$ cat src/rtl/rfsd_pkg.sv
package rfsd_pkg;

    // result kinds
    localparam logic [1:0] KIND_DESC = 2'd0;
    localparam logic [1:0] KIND_DATA = 2'd1;
    localparam logic [1:0] KIND_ERR  = 2'd2;

    // header error codes
    localparam logic [2:0] ERR_ID      = 3'd0;
    localparam logic [2:0] ERR_DIM     = 3'd1;
    localparam logic [2:0] ERR_FORMAT  = 3'd2;
    localparam logic [2:0] ERR_STRIDE  = 3'd3;
    localparam logic [2:0] ERR_PAYLOAD = 3'd4;

    // header constants
    localparam logic [31:0] FRAME_MAGIC       = 32'h4641_4b49;
    localparam logic [31:0] FRAME_VERSION     = 32'd1;
    localparam logic [31:0] FRAME_MAX_PAYLOAD = 32'h1000_0000;
    localparam logic [31:0] DIM_MAX           = 32'h0000_ffff;
    localparam logic [4:0]  HDR_LAST_BYTE     = 5'd31;

    // output tdata layout, lowest field first
    localparam int TD_ERR_LO    = 0;
    localparam int TD_WIDTH_LO  = 3;
    localparam int TD_HEIGHT_LO = 19;
    localparam int TD_FMT_LO    = 35;
    localparam int TD_STRIDE_LO = 38;
    localparam int TD_PAY_LO    = 70;
    localparam int TD_DATA_LO   = 99;
    localparam int TD_USED_W    = 107;
    localparam int OUT_TDATA_W  = 112;

    // default depth of the queue between front and back
    localparam int RFSD_QUEUE_DEPTH = 2;

    // one result item
    typedef struct packed {
        logic [1:0]  kind;
        logic [2:0]  error_code;
        logic [15:0] frame_width;
        logic [15:0] frame_height;
        logic [2:0]  pixel_format;
        logic [31:0] line_stride;
        logic [28:0] payload_length;
        logic [7:0]  data_byte;
        logic        last;
    } t_item;

    function automatic logic [31:0] fcc(input logic [7:0] a, input logic [7:0] b,
                                        input logic [7:0] c, input logic [7:0] d);
        fcc = {d, c, b, a};
    endfunction

    // supported 4-byte formats, index is the pixel format code
    localparam logic [31:0] FOURCC_TABLE [8] = '{
        fcc("X", "R", "2", "4"), fcc("X", "B", "2", "4"),
        fcc("R", "X", "2", "4"), fcc("B", "X", "2", "4"),
        fcc("A", "R", "2", "4"), fcc("A", "B", "2", "4"),
        fcc("R", "A", "2", "4"), fcc("B", "A", "2", "4")
    };

endpackage

$ cat src/rtl/rfsd_front.sv
module rfsd_front
    import rfsd_pkg::*;
(
    input  logic        i_clk,
    input  logic        i_rst_n,
    input  logic        i_valid,
    output logic        o_ready,
    input  logic [7:0]  i_byte,
    input  logic        i_start,
    input  logic [31:0] i_display_select,
    input  logic        i_full,
    output logic        o_push,
    output t_item       o_item
);

    // parser modes
    localparam logic [1:0] MODE_HEADER = 2'd0;
    localparam logic [1:0] MODE_PASS   = 2'd1;
    localparam logic [1:0] MODE_SKIP   = 2'd2;
    localparam logic [1:0] MODE_ERROR  = 2'd3;

    logic [1:0]  r_mode, n_mode;
    logic [4:0]  r_cnt, n_cnt;
    logic [28:0] r_remain, n_remain;
    logic [31:0] r_words [8];

    // header checks precomputed from words that are complete before the last byte
    logic        r_bad_id, r_bad_dim, r_fmt_hit, r_stride_small;
    logic [2:0]  r_fmt;
    logic [47:0] r_prod;
    logic        n_fmt_hit;
    logic [2:0]  n_fmt;

    logic        accept;
    logic [1:0]  mode_eff;
    logic [4:0]  cnt_eff;
    logic        hdr_we;
    logic [31:0] pay_word;
    logic        pay_bad;

    assign o_ready  = !i_full;
    assign accept   = i_valid && !i_full;
    assign mode_eff = i_start ? MODE_HEADER : r_mode;
    assign cnt_eff  = i_start ? 5'd0 : r_cnt;
    assign pay_word = {i_byte, r_words[7][23:0]};
    assign pay_bad  = (pay_word == 32'd0) || (pay_word > FRAME_MAX_PAYLOAD);

    // fourcc lookup
    always_comb begin
        n_fmt_hit = 1'b0;
        n_fmt     = 3'd0;
        for (int k = 0; k < 8; k++) begin
            if (r_words[5] == FOURCC_TABLE[k]) begin
                n_fmt_hit = 1'b1;
                n_fmt     = 3'(k);
            end
        end
    end

    always_ff @(posedge i_clk) begin
        r_bad_id  <= (r_words[0] != FRAME_MAGIC) || (r_words[1] != FRAME_VERSION);
        r_bad_dim <= (r_words[3] == 32'd0) || (r_words[3] > DIM_MAX) ||
                     (r_words[4] == 32'd0) || (r_words[4] > DIM_MAX) ||
                     (r_words[6] == 32'd0);
        r_fmt_hit <= n_fmt_hit;
        r_fmt     <= n_fmt;
        r_stride_small <= r_words[6] < {14'd0, r_words[3][15:0], 2'b00};
        r_prod    <= r_words[4][15:0] * r_words[6];
    end

    // per item classification
    always_comb begin
        n_mode   = r_mode;
        n_cnt    = r_cnt;
        n_remain = r_remain;
        hdr_we   = 1'b0;
        o_push   = 1'b0;
        o_item   = '0;
        if (accept) begin
            n_mode = mode_eff;
            n_cnt  = cnt_eff;
            case (mode_eff)
                MODE_HEADER: begin
                    hdr_we = 1'b1;
                    n_cnt  = cnt_eff + 5'd1;
                    if (cnt_eff == HDR_LAST_BYTE) begin
                        o_item.kind = KIND_ERR;
                        if (r_bad_id) begin
                            o_item.error_code = ERR_ID;
                        end else if (r_bad_dim || pay_bad) begin
                            o_item.error_code = ERR_DIM;
                        end else if (!r_fmt_hit) begin
                            o_item.error_code = ERR_FORMAT;
                        end else if (r_stride_small) begin
                            o_item.error_code = ERR_STRIDE;
                        end else if ({16'd0, pay_word} < r_prod) begin
                            o_item.error_code = ERR_PAYLOAD;
                        end else begin
                            o_item.kind = KIND_DESC;
                        end
                        if (o_item.kind == KIND_ERR) begin
                            o_push = 1'b1;
                            n_mode = MODE_ERROR;
                        end else begin
                            n_remain = pay_word[28:0];
                            if (r_words[2] == i_display_select) begin
                                o_push              = 1'b1;
                                n_mode              = MODE_PASS;
                                o_item.frame_width  = r_words[3][15:0];
                                o_item.frame_height = r_words[4][15:0];
                                o_item.pixel_format = r_fmt;
                                o_item.line_stride  = r_words[6];
                                o_item.payload_length = pay_word[28:0];
                            end else begin
                                o_item = '0;
                                n_mode = MODE_SKIP;
                            end
                        end
                    end
                end
                MODE_PASS: begin
                    o_push           = 1'b1;
                    o_item.kind      = KIND_DATA;
                    o_item.data_byte = i_byte;
                    n_remain         = r_remain - 29'd1;
                    if (r_remain == 29'd1) begin
                        o_item.last = 1'b1;
                        n_mode      = MODE_HEADER;
                        n_cnt       = 5'd0;
                    end
                end
                MODE_SKIP: begin
                    n_remain = r_remain - 29'd1;
                    if (r_remain == 29'd1) begin
                        n_mode = MODE_HEADER;
                        n_cnt  = 5'd0;
                    end
                end
                default: begin
                    n_mode = MODE_ERROR;
                end
            endcase
        end
    end

    // header byte store
    always_ff @(posedge i_clk) begin
        if (hdr_we) begin
            r_words[cnt_eff[4:2]][8 * cnt_eff[1:0] +: 8] <= i_byte;
        end
    end

    // control state
    always_ff @(posedge i_clk) begin
        if (!i_rst_n) begin
            r_mode   <= MODE_HEADER;
            r_cnt    <= 5'd0;
            r_remain <= 29'd0;
        end else begin
            r_mode   <= n_mode;
            r_cnt    <= n_cnt;
            r_remain <= n_remain;
        end
    end

endmodule

$ cat src/rtl/rfsd_queue.sv
module rfsd_queue
    import rfsd_pkg::*;
#(
    parameter int DEPTH = RFSD_QUEUE_DEPTH
) (
    input  logic  i_clk,
    input  logic  i_rst_n,
    input  logic  i_push,
    input  t_item i_item,
    output logic  o_full,
    output logic  o_valid,
    input  logic  i_pop,
    output t_item o_item
);

    localparam int PTR_W = (DEPTH > 1) ? $clog2(DEPTH) : 1;
    localparam int CNT_W = $clog2(DEPTH + 1);

    t_item            r_mem [DEPTH];
    logic [PTR_W-1:0] r_wp, r_rp;
    logic [CNT_W-1:0] r_count;
    logic             do_push, do_pop;

    assign o_full  = (r_count == CNT_W'(DEPTH));
    assign o_valid = (r_count != '0);
    assign o_item  = r_mem[r_rp];
    assign do_push = i_push && !o_full;
    assign do_pop  = i_pop && o_valid;

    // entry store
    always_ff @(posedge i_clk) begin
        if (do_push) begin
            r_mem[r_wp] <= i_item;
        end
    end

    // pointers and fill count
    always_ff @(posedge i_clk) begin
        if (!i_rst_n) begin
            r_wp    <= '0;
            r_rp    <= '0;
            r_count <= '0;
        end else begin
            if (do_push) begin
                r_wp <= (r_wp == PTR_W'(DEPTH - 1)) ? '0 : r_wp + PTR_W'(1);
            end
            if (do_pop) begin
                r_rp <= (r_rp == PTR_W'(DEPTH - 1)) ? '0 : r_rp + PTR_W'(1);
            end
            if (do_push && !do_pop) begin
                r_count <= r_count + CNT_W'(1);
            end else if (do_pop && !do_push) begin
                r_count <= r_count - CNT_W'(1);
            end
        end
    end

endmodule

$ cat src/rtl/rfsd_back.sv
module rfsd_back
    import rfsd_pkg::*;
(
    input  logic                   i_clk,
    input  logic                   i_rst_n,
    input  logic                   i_valid,
    input  t_item                  i_item,
    output logic                   o_pop,
    output logic                   o_tvalid,
    input  logic                   i_tready,
    output logic [OUT_TDATA_W-1:0] o_tdata,
    output logic [1:0]             o_tuser,
    output logic                   o_tlast
);

    logic  r_valid;
    t_item r_item;

    assign o_pop = i_valid && (!r_valid || i_tready);

    // output register
    always_ff @(posedge i_clk) begin
        if (!i_rst_n) begin
            r_valid <= 1'b0;
        end else if (o_pop) begin
            r_valid <= 1'b1;
        end else if (i_tready) begin
            r_valid <= 1'b0;
        end
    end

    always_ff @(posedge i_clk) begin
        if (o_pop) begin
            r_item <= i_item;
        end
    end

    // pack fields into the bus layout
    always_comb begin
        o_tdata = '0;
        o_tdata[TD_ERR_LO    +: 3]  = r_item.error_code;
        o_tdata[TD_WIDTH_LO  +: 16] = r_item.frame_width;
        o_tdata[TD_HEIGHT_LO +: 16] = r_item.frame_height;
        o_tdata[TD_FMT_LO    +: 3]  = r_item.pixel_format;
        o_tdata[TD_STRIDE_LO +: 32] = r_item.line_stride;
        o_tdata[TD_PAY_LO    +: 29] = r_item.payload_length;
        o_tdata[TD_DATA_LO   +: 8]  = r_item.data_byte;
    end

    assign o_tvalid = r_valid;
    assign o_tuser  = r_item.kind;
    assign o_tlast  = r_item.last;

endmodule

$ cat src/rtl/raw_frame_stream_deframer.sv
// Raw frame stream deframer: accepts one stream byte per cycle, every byte of a header,
// a payload or an error wait alike, so a continuous stream flows at one item per clock.
// The 32-byte header is checked in the cycle of its last byte from check flags and a
// height times stride product that are registered from the earlier header words; only
// the payload word checks and the display compare sit in that cycle. Results pass
// through a short queue and an output register, and input keeps being taken while the
// output is stalled until the queue fills. The display select register is written
// through the config channel, which is always ready; there is no clearing pass after
// reset.
module raw_frame_stream_deframer
    import rfsd_pkg::*;
#(
    parameter int QUEUE_DEPTH = RFSD_QUEUE_DEPTH
) (
    input  logic                   i_clk,
    input  logic                   i_rst_n,
    input  logic                   s_axis_tvalid,
    output logic                   s_axis_tready,
    input  logic [7:0]             s_axis_tdata,  // byte_in
    input  logic                   s_axis_tuser,  // stream_start
    output logic                   m_axis_tvalid,
    input  logic                   m_axis_tready,
    // error_code, frame_width, frame_height, pixel_format, line_stride,
    // payload_length, data_byte, zero fill
    output logic [OUT_TDATA_W-1:0] m_axis_tdata,
    output logic [1:0]             m_axis_tuser,  // kind
    output logic                   m_axis_tlast,  // last
    input  logic                   i_cfg_valid,
    output logic                   o_cfg_ready,
    input  logic [31:0]            i_cfg_data     // display_select
);

    logic [31:0] r_display_select;
    logic        q_full, q_valid, q_pop, f_push;
    t_item       f_item, q_item;

    // display select register
    assign o_cfg_ready = 1'b1;

    always_ff @(posedge i_clk) begin
        if (!i_rst_n) begin
            r_display_select <= 32'd0;
        end else if (i_cfg_valid && o_cfg_ready) begin
            r_display_select <= i_cfg_data;
        end
    end

    // header parsing and classification
    rfsd_front u_front (
        .i_clk            (i_clk),
        .i_rst_n          (i_rst_n),
        .i_valid          (s_axis_tvalid),
        .o_ready          (s_axis_tready),
        .i_byte           (s_axis_tdata),
        .i_start          (s_axis_tuser),
        .i_display_select (r_display_select),
        .i_full           (q_full),
        .o_push           (f_push),
        .o_item           (f_item)
    );

    // result queue
    rfsd_queue #(
        .DEPTH (QUEUE_DEPTH)
    ) u_queue (
        .i_clk   (i_clk),
        .i_rst_n (i_rst_n),
        .i_push  (f_push),
        .i_item  (f_item),
        .o_full  (q_full),
        .o_valid (q_valid),
        .i_pop   (q_pop),
        .o_item  (q_item)
    );

    // output stage
    rfsd_back u_back (
        .i_clk    (i_clk),
        .i_rst_n  (i_rst_n),
        .i_valid  (q_valid),
        .i_item   (q_item),
        .o_pop    (q_pop),
        .o_tvalid (m_axis_tvalid),
        .i_tready (m_axis_tready),
        .o_tdata  (m_axis_tdata),
        .o_tuser  (m_axis_tuser),
        .o_tlast  (m_axis_tlast)
    );

endmodule

$ cat config.mk
export PLATFORM = sky130hd
export DESIGN_NAME = raw_frame_stream_deframer
export DESIGN_NICKNAME = d
export VERILOG_FILES = /design/src/rtl/rfsd_pkg.sv /design/src/rtl/rfsd_front.sv /design/src/rtl/rfsd_queue.sv /design/src/rtl/rfsd_back.sv /design/src/rtl/raw_frame_stream_deframer.sv
export SDC_FILE = /design/constraint.sdc
export NUM_CORES = 2
export LEC_CHECK = 0
export ABC_AREA = 1
export BUFFER_PORTS_ARGS = -buffer_cell sky130_fd_sc_hd__buf_4
export CAP_MARGIN = 5
export CORE_ASPECT_RATIO = 1.1
export CORE_UTILIZATION = 48
export DETAILED_ROUTE_END_ITERATION = 8
export PLACE_DENSITY = 0.63
export RECOVER_POWER = 25
export SLEW_MARGIN = 20
export SYNTH_ARGS = -nofsm -noshare
export SYNTH_HDL_FRONTEND = slang
export SYNTH_HIERARCHICAL = 1
export SYNTH_SLANG_ARGS = --single-unit
export TNS_END_PERCENT = 50
$ cat constraint.sdc
create_clock -name i_clk -period 8.17 [get_ports i_clk]
set_input_delay 0.817 -clock i_clk [delete_from_list [all_inputs] [get_ports i_clk]]
set_output_delay 0.817 -clock i_clk [all_outputs]
set_load 0.05 [all_outputs]
==> results.md <==
* Hold-fix buffers, CTS at 0
* EDFF count, synth at 578
* Worst Path Required at 8.69 ns
* Worst Path Max Fanout at 15
* Synth Flop Type: edfxtp_1
* Highest clock rate at ~0.14 GHz
* Drt first pass iters at 6
* # fillers at roughly 8,400
* RSZ-0062 raised after global routing: no
* TritonCTS clock tree: done
* Resized Gates After CTS at 0
* DIE WIDTH at 295 µm
* Nets at 5,216
* DRT Wirelength at between 100,000 and 150,000 µm
* Initial antenna violation count at 1
* Synth area leaders: edfxtp_1, fa_1, inv_1, nand2_1, dfxtp_1
* PD cells at 169 mW/mm²
* Setup violators final at 0
* Clock sink count at 707
* Max-slew headroom at -1.40
* Post-route clock period utilization at 0.867
* Top-area cell type share of the netlist area at 0.384
* Depth of the CTS H-tree at 3
* Slew @ Worst Pin at 3.60 ns
* DP HPWL at 85,600 µm
* P_leak at about 22 nW
* Via total after detailed routing at 30,700
* Setup tns final at 0 ns
* Remaining DRCs at 0
* YS warnings at 6
* Worst setup EP type: register
* Slew Viols, Final at between 200 and 300
* Hold WC Path Type: primary input to register
* Distinct cells, synth at 49
* First-pass GRT wire length at approximately 180,000 µm
* Synth area leader: edfxtp_1
* Area delta synth->final at 9.57%
* Avg Cell Area, Syn at 10.1 µm²
* Worst setup SP type: register
* Yosys reg bits at 707
* Gate Count Post-Synth at 4,478
* Finished Cell Area at 0.0495 mm²
* Largest net degree at the start of global routing at around 110
* Ratio of cells with drive above 1 in the final layout at 0.0778
* Starting Density at 0.486
* Fin. Hold Viols at 0
* Deepest clock path buffer count at 3
* Crit path time final at 7.08 ns
* Die area at 0.0954 mm²
* Violated checks: capacitance limit, slew limit
* ANT nets after route at 0
* Most common cell after layout, fill and taps aside: inv_1
* GRT overflow at 0
* # rows at roughly 120
* WHS at 0.451 ns
* DP Area at 0.0476 mm²
* Clk slew on worst S/H paths at 0.06 ns
* Fin Clk Skew at 0.0294 ns
* Setup CP Type: register to register
* Core area at 0.0930 mm²
* Post-CTS setup buffers at 0
* Global-route usage over all layers at 0.248
* Routed vias/inst at roughly 5.2
* Worst EP arrival at 7.60 ns
* Async SR Flop Fraction at 0
* Total CTS buffers at 71
* Most frequent cells in the layout: inv_1, nand2_1, edfxtp_1, fa_1, nor2_1
* Vias in the first global route at 31,300
* Worst-Skew Late Latency at 0.64 ns
* Max Cap Viol at 5
* Root buffer cell: clkbuf_16
* Mapped Area at about 0.045 mm²
* Status: finished, violations left
* Gpl congestion at 0.947
* Die height at 324 µm
* IO Port Bufs at 157
* Seq/Total Area, Yosys at 0.441
* Worst IR Drop VDD at 0.000137 V
* I/O pins at approximately 160
* DR WL/cell at between 15 and 20 µm
* Initial drt markers at 2,486
## logic make-up (layout without fill, tap and decap cells)
logic type | after synthesis | after routing | synth area share
and+or+nand+nor | 1576 | 1576 | 0.150
buffers and inverters | 1143 | 1290 | 0.100
DFF | 707 | 707 | 0.441
adders and majority gates | 597 | 597 | 0.235
AOI/OAI and AO/OA | 264 | 264 | 0.0319
muxes | 113 | 113 | 0.0281
xor gates and xnor gates | 76 | 76 | 0.0147
other | 2 | 8 | 0.000166
## path summary, 6_finish.rpt
path              cells after the start                 end  slack, ns                  start
setup / recovery                     20  u_front/r_prod[22]       1.09  u_front/r_words[4][1]
hold / removal                        4     u_back/o_tvalid       0.45          m_axis_tready
setup reg to reg                     20  u_front/r_prod[22]       1.09  u_front/r_words[4][1]
hold reg to reg                       2    u_front/r_cnt[0]       0.47       u_front/r_cnt[0]
## flip-flops by register name (all words and copies together) (netlist names), 2 cells and up, named ones only
register / cells
u_back/o_tdata: 107
r_display_select: 32
u_front/r_prod: 48
u_front/r_remain: 29
u_front/r_mode: 2
u_queue/r_count: 2
u_front/r_fmt: 3
u_front/r_cnt: 5
u_front/r_words: 248
u_queue/r_mem: 220
u_back/o_tuser: 2
## cell usage after synthesis (32+ instances only)
| master | instances |
|---|---|
| a21oi_1 | 123 |
| nor2_1 | 360 |
| ha_1 | 179 |
| xnor2_1 | 32 |
| inv_1 | 935 |
| nand3_1 | 74 |
| mux2_2 | 110 |
| nand4_1 | 42 |
| dfxtp_1 | 129 |
| nor3_1 | 60 |
| o21ai_0 | 91 |
| nor3b_1 | 49 |
| clkbuf_1 | 149 |
| fa_1 | 418 |
| xor2_1 | 44 |
| nor4_1 | 39 |
| nand2_1 | 892 |
| edfxtp_1 | 578 |
## final cells by class
class / count / area, µm² / share of cell area
Multi-Input combinational cell: 2632 / 20900 / 0.421
Inverter: 943 / 3540 / 0.0714
Sequential cell: 707 / 19900 / 0.402
Tap cell: 1249 / 1560 / 0.0315
Clock buffer: 93 / 1950 / 0.0394
Antenna cell: 2 / 5.00 / 0.000101
Clock inverter: 36 / 475 / 0.00960
Timing Repair Buffer: 218 / 1200 / 0.0242
## power breakdown
group / internal (mW) / switching (mW) / total, mW
registers: 4.00 / 0.0458 / 4.05
clock network: 1.99 / 1.39 / 3.38
logic: 0.298 / 0.662 / 0.960
total: 6.28 / 2.10 / 8.38
## metal layers
metal  up-vias  global-route usage  share of wire
li1      14200                   -              -
met4         4              0.0896          0.037
met2      1163               0.423           0.49
met1     15100               0.322           0.40
met5         -                   0        0.00021
met3       241              0.0372          0.072
## through the flow
step,instances,power (mW),utilization,worst slack [ns]
after floorplan,4482,4.80,-,0.411
after global placement,5749,5.09,0.512,1.28
after detailed placement,5749,5.10,0.512,1.29
after CTS,5878,8.48,0.538,1.25
after global routing,5878,8.70,0.533,0.780
final,5880,8.38,0.533,1.09
## worst max-delay path, cell delays in order, from the launching register on
cell and delay [ns]:
edfxtp_1 0.89, clkbuf_1 0.61, nand2_1 0.15, fa_1 0.57, fa_1 0.45, fa_1 0.51
inv_1 0.05, fa_1 0.47, fa_1 0.55, inv_1 0.05, fa_1 0.53, inv_1 0.04
ha_1 0.34, nand2_1 0.17, nor3_1 0.41, nand2_1 0.09, nand2_1 0.21, inv_1 0.06
o21bai_1 0.34, a21oi_1 0.17, xnor2_1 0.30
No activity file was read; power rests on OpenSTA's default activity.
